## config.mk

```make
export PLATFORM = sky130hd
export DESIGN_NAME = rc_channel_camera_action_mapper_top
export DESIGN_NICKNAME = d
export VERILOG_FILES = /design/src/rtl/rccam_pkg.sv /design/src/rtl/rccam_eval.sv /design/src/rtl/rccam_drain.sv /design/src/rtl/rc_channel_camera_action_mapper_top.sv
export VERILOG_INCLUDE_DIRS = /design/src /design/src/rtl
export SDC_FILE = /design/constraint.sdc
export NUM_CORES = 1
export LEC_CHECK = 0
export ABC_AREA = 1
export ABC_CLOCK_PERIOD_IN_PS = 7180
export CORE_ASPECT_RATIO = 1.2
export CORE_MARGIN = 1
export CORE_UTILIZATION = 40
export CTS_CLUSTER_SIZE = 14
export DETAILED_ROUTE_END_ITERATION = 6
export DONT_BUFFER_PORTS = 1
export GPL_TIMING_DRIVEN = 0
export PLACE_DENSITY_LB_ADDON = 0.05
export SLEW_MARGIN = 40
export SYNTH_ARGS = -nofsm -noshare
export SYNTH_HDL_FRONTEND = slang
export SYNTH_SLANG_ARGS = --single-unit
export TNS_END_PERCENT = 10
```

## constraint.sdc

```tcl
create_clock -name clock -period 7.18 [get_ports clock]
set_clock_uncertainty 0.05 [all_clocks]
set_input_delay 1.077 -clock clock [delete_from_list [all_inputs] [get_ports clock]]
set_output_delay 1.077 -clock clock [all_outputs]
set_load 0.02 [all_outputs]
```

## src/rtl/rc_channel_camera_action_mapper_top_defines.svh

```systemverilog
// Assertion macros for the camera action mapper.
// Included by the top level only; no other dependencies.
`ifndef RC_CHANNEL_CAMERA_ACTION_MAPPER_TOP_DEFINES_SVH
`define RC_CHANNEL_CAMERA_ACTION_MAPPER_TOP_DEFINES_SVH

// same-cycle implication, disabled in reset
`define RCCAM_ASSERT(label, clk, rst, ante, cons) \
   label: assert property (@(posedge clk) disable iff (rst) (ante) |-> (cons)) \
      else $error("rccam assertion failed");

// next-cycle implication, disabled in reset
`define RCCAM_ASSERT_NEXT(label, clk, rst, ante, cons) \
   label: assert property (@(posedge clk) disable iff (rst) (ante) |=> (cons)) \
      else $error("rccam assertion failed");

`endif

```

## src/rtl/rccam_pkg.sv

```systemverilog
// Shared types and constants for the camera action mapper.
// No dependencies.
package rccam_pkg;

   localparam int NUM_FUNCS    = 5;
   localparam int AUX_CHANNELS = 6;
   localparam int AUX_W        = 12;
   localparam int MAP_W        = 27;
   localparam int DELAY_W      = 16;
   localparam int TIME_W       = 32;
   localparam int NUM_SLOTS    = 6;

   // register indexes on the csr port
   localparam logic [3:0] CSR_FUNC0      = 4'd0;
   localparam logic [3:0] CSR_FUNC1      = 4'd1;
   localparam logic [3:0] CSR_FUNC2      = 4'd2;
   localparam logic [3:0] CSR_FUNC3      = 4'd3;
   localparam logic [3:0] CSR_FUNC4      = 4'd4;
   localparam logic [3:0] CSR_MODE_FLAGS = 4'd5;
   localparam logic [3:0] CSR_START_DLY  = 4'd6;
   localparam logic [3:0] CSR_STOP_DLY   = 4'd7;

   // mode flag bits
   localparam int MF_SHUTTER_2POS = 0;
   localparam int MF_MODE_2POS    = 1;
   localparam int MF_REC_ON_ARM   = 2;

   // function indexes
   localparam int FN_SHUTTER = 0;
   localparam int FN_MODE    = 1;

   typedef enum logic [2:0] {
      ACT_START           = 3'd0,
      ACT_STOP            = 3'd1,
      ACT_PHOTO           = 3'd2,
      ACT_MODE_PHOTO      = 3'd3,
      ACT_MODE_VIDEO      = 3'd4,
      ACT_PRESET_VIDEO    = 3'd5,
      ACT_PRESET_PHOTO    = 3'd6,
      ACT_PRESET_TIMELAPS = 3'd7
   } action_type;

   typedef enum logic [1:0] {
      PEND_NONE  = 2'd0,
      PEND_START = 2'd1,
      PEND_STOP  = 2'd2
   } pend_type;

   typedef struct packed {
      logic [NUM_FUNCS-1:0][MAP_W-1:0] func_map;
      logic [2:0]                      mode_flags;
      logic [DELAY_W-1:0]              start_delay;
      logic [DELAY_W-1:0]              stop_delay;
   } cfg_type;

   typedef struct packed {
      logic [AUX_CHANNELS-1:0][AUX_W-1:0] aux;
      logic                                rc_valid;
      logic                                armed;
      logic                                cam_photo;
      logic                                cam_recording;
      logic [TIME_W-1:0]                   now_ms;
   } frame_type;

   typedef struct packed {
      pend_type              pending_kind;
      logic [TIME_W-1:0]     pending_deadline;
      logic                  edge_primed;
      logic                  arm_primed;
      logic                  last_armed;
      logic [NUM_FUNCS-1:0]  last_active;
   } state_type;

   // slot 0: delayed command firing, slots 1..5: functions 0..4
   // (slot 1 also carries the record-on-arm command)
   typedef struct packed {
      logic [NUM_SLOTS-1:0]        mask;
      logic [NUM_SLOTS-1:0][2:0]   act;
   } result_type;

endpackage

```

## src/rtl/rccam_eval.sv

```systemverilog
// Frame evaluation: pending fire, record-on-arm, window tests and edge actions.
// Pure combinational; depends on rccam_pkg.
module rccam_eval (
   input  rccam_pkg::cfg_type    cfg,
   input  rccam_pkg::state_type  state,
   input  rccam_pkg::frame_type  frame,
   output rccam_pkg::result_type result,
   output rccam_pkg::state_type  state_in
);

   logic [rccam_pkg::TIME_W-1:0]    since_deadline;
   logic [rccam_pkg::NUM_FUNCS-1:0] active;
   logic [rccam_pkg::NUM_FUNCS-1:0] changed;
   logic                            sched_req;
   logic                            sched_start;
   logic [rccam_pkg::DELAY_W-1:0]   sched_delay;

   assign since_deadline = frame.now_ms - state.pending_deadline;

   // window test per function
   always_comb begin
      for (int i = 0; i < rccam_pkg::NUM_FUNCS; i++) begin
         logic [2:0]                  sel;
         logic [2:0]                  sel_idx;
         logic [rccam_pkg::AUX_W-1:0] lo;
         logic [rccam_pkg::AUX_W-1:0] hi;
         logic [rccam_pkg::AUX_W-1:0] v;
         sel     = cfg.func_map[i][2:0];
         lo      = cfg.func_map[i][14:3];
         hi      = cfg.func_map[i][26:15];
         sel_idx = sel - 3'd1;
         v       = '0;
         if (sel != 3'd0 && 32'(sel) <= rccam_pkg::AUX_CHANNELS) begin
            v = frame.aux[sel_idx];
         end
         active[i] = (sel != 3'd0) && (32'(sel) <= rccam_pkg::AUX_CHANNELS) &&
                     (v >= lo) && (v <= hi);
      end
   end

   assign changed = active ^ state.last_active;

   always_comb begin
      result      = '0;
      state_in    = state;
      sched_req   = 1'b0;
      sched_start = 1'b0;

      if (state.pending_kind != rccam_pkg::PEND_NONE && !since_deadline[31]) begin
         result.mask[0] = 1'b1;
         result.act[0]  = (state.pending_kind == rccam_pkg::PEND_START) ?
                          rccam_pkg::ACT_START : rccam_pkg::ACT_STOP;
         state_in.pending_kind = rccam_pkg::PEND_NONE;
      end

      if (cfg.mode_flags[rccam_pkg::MF_REC_ON_ARM]) begin
         if (!state.arm_primed) begin
            state_in.last_armed = frame.armed;
            state_in.arm_primed = 1'b1;
         end else if (frame.armed != state.last_armed) begin
            state_in.last_armed = frame.armed;
            sched_req   = 1'b1;
            sched_start = frame.armed;
         end
      end else if (frame.rc_valid) begin
         state_in.last_active = active;
         if (!state.edge_primed) begin
            state_in.edge_primed = 1'b1;
         end else begin
            // shutter
            if (changed[rccam_pkg::FN_SHUTTER]) begin
               if (frame.cam_photo) begin
                  if (active[rccam_pkg::FN_SHUTTER]) begin
                     result.mask[1] = 1'b1;
                     result.act[1]  = rccam_pkg::ACT_PHOTO;
                  end
               end else if (cfg.mode_flags[rccam_pkg::MF_SHUTTER_2POS]) begin
                  sched_req   = 1'b1;
                  sched_start = active[rccam_pkg::FN_SHUTTER];
               end else if (active[rccam_pkg::FN_SHUTTER]) begin
                  sched_req   = 1'b1;
                  sched_start = !frame.cam_recording;
               end
            end
            // camera mode
            if (changed[rccam_pkg::FN_MODE]) begin
               if (cfg.mode_flags[rccam_pkg::MF_MODE_2POS]) begin
                  result.mask[2] = 1'b1;
                  result.act[2]  = active[rccam_pkg::FN_MODE] ?
                                   rccam_pkg::ACT_MODE_PHOTO : rccam_pkg::ACT_MODE_VIDEO;
               end else if (active[rccam_pkg::FN_MODE]) begin
                  result.mask[2] = 1'b1;
                  result.act[2]  = frame.cam_photo ?
                                   rccam_pkg::ACT_MODE_VIDEO : rccam_pkg::ACT_MODE_PHOTO;
               end
            end
            // presets, rising edge only
            for (int i = 2; i < rccam_pkg::NUM_FUNCS; i++) begin
               if (changed[i] && active[i]) begin
                  result.mask[i+1] = 1'b1;
                  result.act[i+1]  = 3'(32'(rccam_pkg::ACT_PRESET_VIDEO) + i - 2);
               end
            end
         end
      end

      // a zero delay acts at once, otherwise it replaces the held command
      sched_delay = sched_start ? cfg.start_delay : cfg.stop_delay;
      if (sched_req) begin
         if (sched_delay == '0) begin
            result.mask[1] = 1'b1;
            result.act[1]  = sched_start ? rccam_pkg::ACT_START : rccam_pkg::ACT_STOP;
         end else begin
            state_in.pending_kind     = sched_start ? rccam_pkg::PEND_START :
                                                      rccam_pkg::PEND_STOP;
            state_in.pending_deadline = frame.now_ms +
                                        {{(rccam_pkg::TIME_W-rccam_pkg::DELAY_W){1'b0}},
                                         sched_delay};
         end
      end
   end

endmodule

```

## src/rtl/rccam_drain.sv

```systemverilog
// Result buffer: holds one frame's action slots and sends them one word a cycle while rsp_stall is low.
// Depends on rccam_pkg.
module rccam_drain (
   input  logic                  clock,
   input  logic                  reset,
   input  logic                  load,
   input  rccam_pkg::result_type result,
   output logic                  ready,
   output logic                  rsp_valid,
   input  logic                  rsp_stall,
   output logic [2:0]            rsp_action,
   output logic                  rsp_last
);

   logic [rccam_pkg::NUM_SLOTS-1:0]      mask_ff;
   logic [rccam_pkg::NUM_SLOTS-1:0]      mask_in;
   logic [rccam_pkg::NUM_SLOTS-1:0][2:0] act_ff;
   logic [rccam_pkg::NUM_SLOTS-1:0]      low_bit;
   logic [rccam_pkg::NUM_SLOTS-1:0]      rest;
   logic                                 taken;

   assign low_bit   = mask_ff & (~mask_ff + 1'b1);
   assign rest      = mask_ff & ~low_bit;
   assign rsp_valid = |mask_ff;
   assign rsp_last  = (rest == '0);
   assign taken     = rsp_valid && !rsp_stall;
   assign ready     = !rsp_valid || (taken && rsp_last);

   always_comb begin
      rsp_action = act_ff[0];
      for (int i = rccam_pkg::NUM_SLOTS - 1; i >= 0; i--) begin
         if (mask_ff[i]) begin
            rsp_action = act_ff[i];
         end
      end
   end

   always_comb begin
      mask_in = mask_ff;
      if (load) begin
         mask_in = result.mask;
      end else if (taken) begin
         mask_in = rest;
      end
   end

   always_ff @(posedge clock) begin
      if (reset) begin
         mask_ff <= '0;
      end else begin
         mask_ff <= mask_in;
      end
      if (load) begin
         act_ff <= result.act;
      end
   end

endmodule

```

## src/rtl/rc_channel_camera_action_mapper_top.sv

```systemverilog
// Camera action mapper top level: frame register, control registers, state, and
// the evaluation and result-buffer stages. Depends on rccam_pkg, rccam_eval,
// rccam_drain and the assertion macro header.
//
// A frame is registered on acceptance and evaluated once the result buffer is
// free; its 0 to 6 action words then leave one per cycle while rsp_stall is low,
// in order (pending fire, then functions 0 to 4), the final one flagged last.
// The frame passes the frame register and then the result buffer's mask register
// before its first word is presented. A frame's words hold the single result
// port while they drain; the next frame is taken while words still drain.
// Control registers are to be written only while the block is idle; the block
// itself does not enforce this. Any listed write cancels a held record command
// and re-primes edge detection.
`include "rc_channel_camera_action_mapper_top_defines.svh"

module rc_channel_camera_action_mapper_top (
   input  logic        clock,
   input  logic        reset,
   input  logic        req_valid,
   output logic        req_stall,
   input  logic [11:0] req_aux_one,
   input  logic [11:0] req_aux_two,
   input  logic [11:0] req_aux_three,
   input  logic [11:0] req_aux_four,
   input  logic [11:0] req_aux_five,
   input  logic [11:0] req_aux_six,
   input  logic        req_rc_valid,
   input  logic        req_armed,
   input  logic        req_cam_photo,
   input  logic        req_cam_recording,
   input  logic [31:0] req_now_ms,
   output logic        rsp_valid,
   input  logic        rsp_stall,
   output logic [2:0]  rsp_action,
   output logic        rsp_last,
   input  logic        csr_wr_en,
   input  logic [3:0]  csr_index,
   input  logic [26:0] csr_wdata
);

   logic                  in_valid_ff;
   rccam_pkg::frame_type  frame_ff;
   rccam_pkg::state_type  state_ff;
   rccam_pkg::state_type  state_in;
   rccam_pkg::cfg_type    cfg_ff;
   rccam_pkg::result_type result;
   logic                  drain_ready;
   logic                  advance;
   logic                  req_take;
   logic                  csr_hit;

   assign advance   = in_valid_ff && drain_ready;
   assign req_stall = in_valid_ff && !drain_ready;
   assign req_take  = req_valid && !req_stall;
   assign csr_hit   = csr_wr_en && (csr_index <= rccam_pkg::CSR_STOP_DLY);

   always_ff @(posedge clock) begin
      if (reset) begin
         in_valid_ff <= 1'b0;
      end else if (req_take) begin
         in_valid_ff <= 1'b1;
      end else if (advance) begin
         in_valid_ff <= 1'b0;
      end
      if (req_take) begin
         frame_ff.aux           <= {req_aux_six, req_aux_five, req_aux_four,
                                    req_aux_three, req_aux_two, req_aux_one};
         frame_ff.rc_valid      <= req_rc_valid;
         frame_ff.armed         <= req_armed;
         frame_ff.cam_photo     <= req_cam_photo;
         frame_ff.cam_recording <= req_cam_recording;
         frame_ff.now_ms        <= req_now_ms;
      end
   end

   // control registers
   always_ff @(posedge clock) begin
      if (reset) begin
         cfg_ff <= '0;
      end else if (csr_wr_en) begin
         unique case (csr_index)
            rccam_pkg::CSR_FUNC0:      cfg_ff.func_map[0]  <= csr_wdata;
            rccam_pkg::CSR_FUNC1:      cfg_ff.func_map[1]  <= csr_wdata;
            rccam_pkg::CSR_FUNC2:      cfg_ff.func_map[2]  <= csr_wdata;
            rccam_pkg::CSR_FUNC3:      cfg_ff.func_map[3]  <= csr_wdata;
            rccam_pkg::CSR_FUNC4:      cfg_ff.func_map[4]  <= csr_wdata;
            rccam_pkg::CSR_MODE_FLAGS: cfg_ff.mode_flags   <= csr_wdata[2:0];
            rccam_pkg::CSR_START_DLY:  cfg_ff.start_delay  <= csr_wdata[15:0];
            rccam_pkg::CSR_STOP_DLY:   cfg_ff.stop_delay   <= csr_wdata[15:0];
            default: ;
         endcase
      end
   end

   // mapper state
   always_ff @(posedge clock) begin
      if (reset) begin
         state_ff <= '{pending_kind: rccam_pkg::PEND_NONE, default: '0};
      end else if (csr_hit) begin
         state_ff.pending_kind <= rccam_pkg::PEND_NONE;
         state_ff.edge_primed  <= 1'b0;
         state_ff.arm_primed   <= 1'b0;
      end else if (advance) begin
         state_ff <= state_in;
      end
   end

   rccam_eval u_eval (
      .cfg      (cfg_ff),
      .state    (state_ff),
      .frame    (frame_ff),
      .result   (result),
      .state_in (state_in)
   );

   rccam_drain u_drain (
      .clock      (clock),
      .reset      (reset),
      .load       (advance),
      .result     (result),
      .ready      (drain_ready),
      .rsp_valid  (rsp_valid),
      .rsp_stall  (rsp_stall),
      .rsp_action (rsp_action),
      .rsp_last   (rsp_last)
   );

   // a frame never leaves its register while more than one word is still queued
   `RCCAM_ASSERT(a_no_overrun, clock, reset, rsp_valid && !rsp_last, !advance)
   // nothing fires unless a command is held
   `RCCAM_ASSERT(a_fire_needs_pending, clock, reset,
                 advance && (state_ff.pending_kind == rccam_pkg::PEND_NONE), !result.mask[0])
   // record-on-arm frames use only the fire and arm slots
   `RCCAM_ASSERT(a_arm_mode_slots, clock, reset,
                 advance && cfg_ff.mode_flags[rccam_pkg::MF_REC_ON_ARM], result.mask[5:2] == 4'd0)
   // a loaded frame with words shows them in the next cycle
   `RCCAM_ASSERT_NEXT(a_load_shows, clock, reset, advance && (result.mask != 6'd0), rsp_valid)

endmodule

```

==> out/metrics.csv <==
metric,value,unit
gr-usage-met2,52.2,%
grt_remaining_overflow,0,
via_per_inst,5.63,
root_buffer,clkbuf_16,
layout.nets,2944,
slowest_delay,530,ps
htreeDepth,2,
regToRegSetupSlack,540,ps
top_usage_layer,met2,
grt_use_met1,36.4,%
drtIter0Drc,1418,
synth_compound_area_share,22.3,%
first_global_vias,17400,
die_w,205,µm
syn_area,0.0197,mm²
synth_xor_area_share,1.38,%
internal-power,3.35,mW
antenna_left,0,
hold_path_class,reg -> reg,
clk_latency,590,ps
worst_slack,538,ps
synthArstFlopShare,0,%
cellLeakagePower,8.81,nW
synthAdderAreaFrac,11.5,%
ios,150,
power_switching_share,29.6,%
cts_max_path_buffers,3,
clock_power_share,41.6,%
grt_util_all_layers,30.8,%
combPwrFrac,11.8,%
hold_violations,0,
final-setup-viol-count,0,
critPathRequiredTime,7600,ps
ys_ff_latch,335,
yosysWarnings,0,
synthFlopType,dfxtp_1,
maxCapViolCount,0,
num_rows,88,
cp.arrival,7060,ps
start_util,40.7,%
clkTransAtPathRegs,60,ps
syn_avg_cell_area,7.66,µm²
core_area,0.0484,mm²
grt_max_degree,76,
dieArea,0.0502,mm²
synth_cell_type_count,50,
p_per_area,217,mW/mm²
synth_top_area_cell,dfxtp_1,
critPathKind,reg -> reg,
synth_edf_count,116,
rsz0062_at_grt,false,
max_freq,0.151,GHz
sequentialPowerShare,46.6,%
finalMaxSlewViolations,0,
gp_congestion,0.987,
numCtsBuffers,39,
antennaDiodeCount,0,
synth.area.top_cells,"dfxtp_1 (22%), edfxtp_1 (18%), ha_1 (11%)",
synth-simple-area-share,16.8,%
wire_per_inst,23.8,µm
synth_seq_area_share,39.9,%
drive_gt1_share,4.27,%
finalCritPeriodShare,92.5,%
synth_top_area_share,22.2,%
finalNonFillerCells,3279,
synth_top_family_by_area,compound AO/OA/AOI/OAI gates,
syn_inst,2578,
max_slew_margin,42.0,%
portBuffers,0,
power.ir.vdd_worst,0.200,mV
worstMarginPinSlew,865,ps
period_needed,6640,ps
grt_util_met3,5.01,%
synthMuxAreaShare,0,%
antenna_found_initial,0,
drc,0,
crit_path_end_kind,flip-flop,
grt_pass1_wl,113000,µm
pre_cts_ws,-596,ps
cts_tree,yes,
dpl.hpwl,59400,µm
vias,18400,
drt-total-wl,78000,µm
cts_sinks,335,
critPathMostFrequentCell,nand2_1,
drtPass1Iterations,5,
fill_cells,4870,
die_h,245,µm
synth_nets,2903,
dp.cells,3209,
setup.worst_path.start_class,flip-flop,
path_max_fanout,20,
syn_to_final_growth,10.8,%
cpMaxStageDelayCell,clkbuf_1,
p_sw,1.41,mW
outcome,finished clean,
[registers in the layout (all words and copies together) (netlist names)]
name and flops:
in_valid_ff 1, state_ff 42, u_drain.mask_ff 6, cfg_ff 170, u_drain.act_ff 8, frame_ff 108
[layout make-up]
class                   count  area (µm²)  share of cell area, %
plain buffers             127         551                   2.52
repair buffers              1        27.5                  0.126
flip-flops and latches    335        7870                   36.0
clock inverters            21         165                  0.755
multi-input cells        1829       10300                   47.1
well taps                 630         788                   3.60
inverters                 286        1080                   4.95
clock buffers              50        1080                   4.93
[critical path: cells and delay by family (launching register included)]
family	cells	cell delay (ps)
AND/OR/NAND/NOR	22	2300
AO/OA/AOI/OAI	8	1830
flip-flops	1	420
adder cells (fa/ha/maj)	4	980
buffers and inverters	4	950
[power by group through the flow]
stage | clock (mW) | sequential, mW | combinational, mW
global route | 2.09 | 2.21 | 0.633
detailed placement | 0 | 2.24 | 0.554
floorplan | 0 | 2.16 | 0.400
global placement | 0 | 2.26 | 0.542
CTS | 2.02 | 2.21 | 0.558
finish | 1.98 | 2.21 | 0.562
[synth_stat cells (all sizes together) (22+ instances only)]
cell type,instances
a21oi,299
a31oi,63
clkbuf,114
dfxtp,219
edfxtp,116
ha,180
inv,282
nand2,413
nand3,54
nand4,22
nor2,293
o211ai,59
o21ai,341
[final timing paths]
check,start,to,cells after the start
hold reg to reg,state_ff[7]$_SDFFE_PP0P_,state_ff[7]$_SDFFE_PP0P_,2
setup reg to reg,cfg_ff[35]$_SDFFE_PP0P_,state_ff[36]$_SDFFE_PP0P_,38
hold / removal,state_ff[7]$_SDFFE_PP0P_,state_ff[7]$_SDFFE_PP0P_,2
setup / recovery,cfg_ff[35]$_SDFFE_PP0P_,state_ff[36]$_SDFFE_PP0P_,38
[placed cells by master, fill, tap and decap left out, drive strengths merged, types with 5 or more instances in the layout]
cell,instances
buf,14
o21ai,341
nand2,413
o21bai,6
nor3,15
a211oi,7
xnor2,20
nor3b,10
a31oi,63
o211ai,59
edfxtp,116
dfxtp,219
clkinv,18
nand3,54
a21oi,299
nor2,293
a21o,5
xor2,11
clkbuf,164
inv,285
o21a,7
nand4,22
ha,180
[routing by layer]
layer | wire [µm] | up-vias
met2 | 37300 | 662
li1 | - | 8864
met4 | 5050 | 0
met1 | 30900 | 8686
met3 | 4810 | 233
met5 | 0 | -
[cell families (layout without fill, tap and decap cells)]
logic type      Yosys count  in the layout
compound gates          807            807
xor+xnor                 31             31
fa+ha+maj               181            181
buf+inv                 414            485
flops                   335            335
simple gates            810            810
[what timing repair did]
action,CTS,global route
hold buffers,0,0
buffers inserted,0,0
setup endpoints to repair,14,13
gates resized for setup,5,22
[through the flow]
step / total power [mW] / TNS [ps] / utilization (%) / cell area, µm² / hold WS [ps]
2_1_floorplan: 2.56 / 0 / - / 19700 / 377
3_3_place_gp: 2.80 / -4460 / 42.4 / 20500 / 387
3_5_place_dp: 2.80 / -5130 / 42.5 / 20600 / 392
4_1_cts: 4.79 / 0 / 45.0 / 21800 / 400
5_1_grt: 4.94 / 0 / 45.1 / 21900 / 423
6_report: 4.75 / 0 / 45.1 / 21900 / 398
No activity file was read; power rests on OpenSTA's default activity.
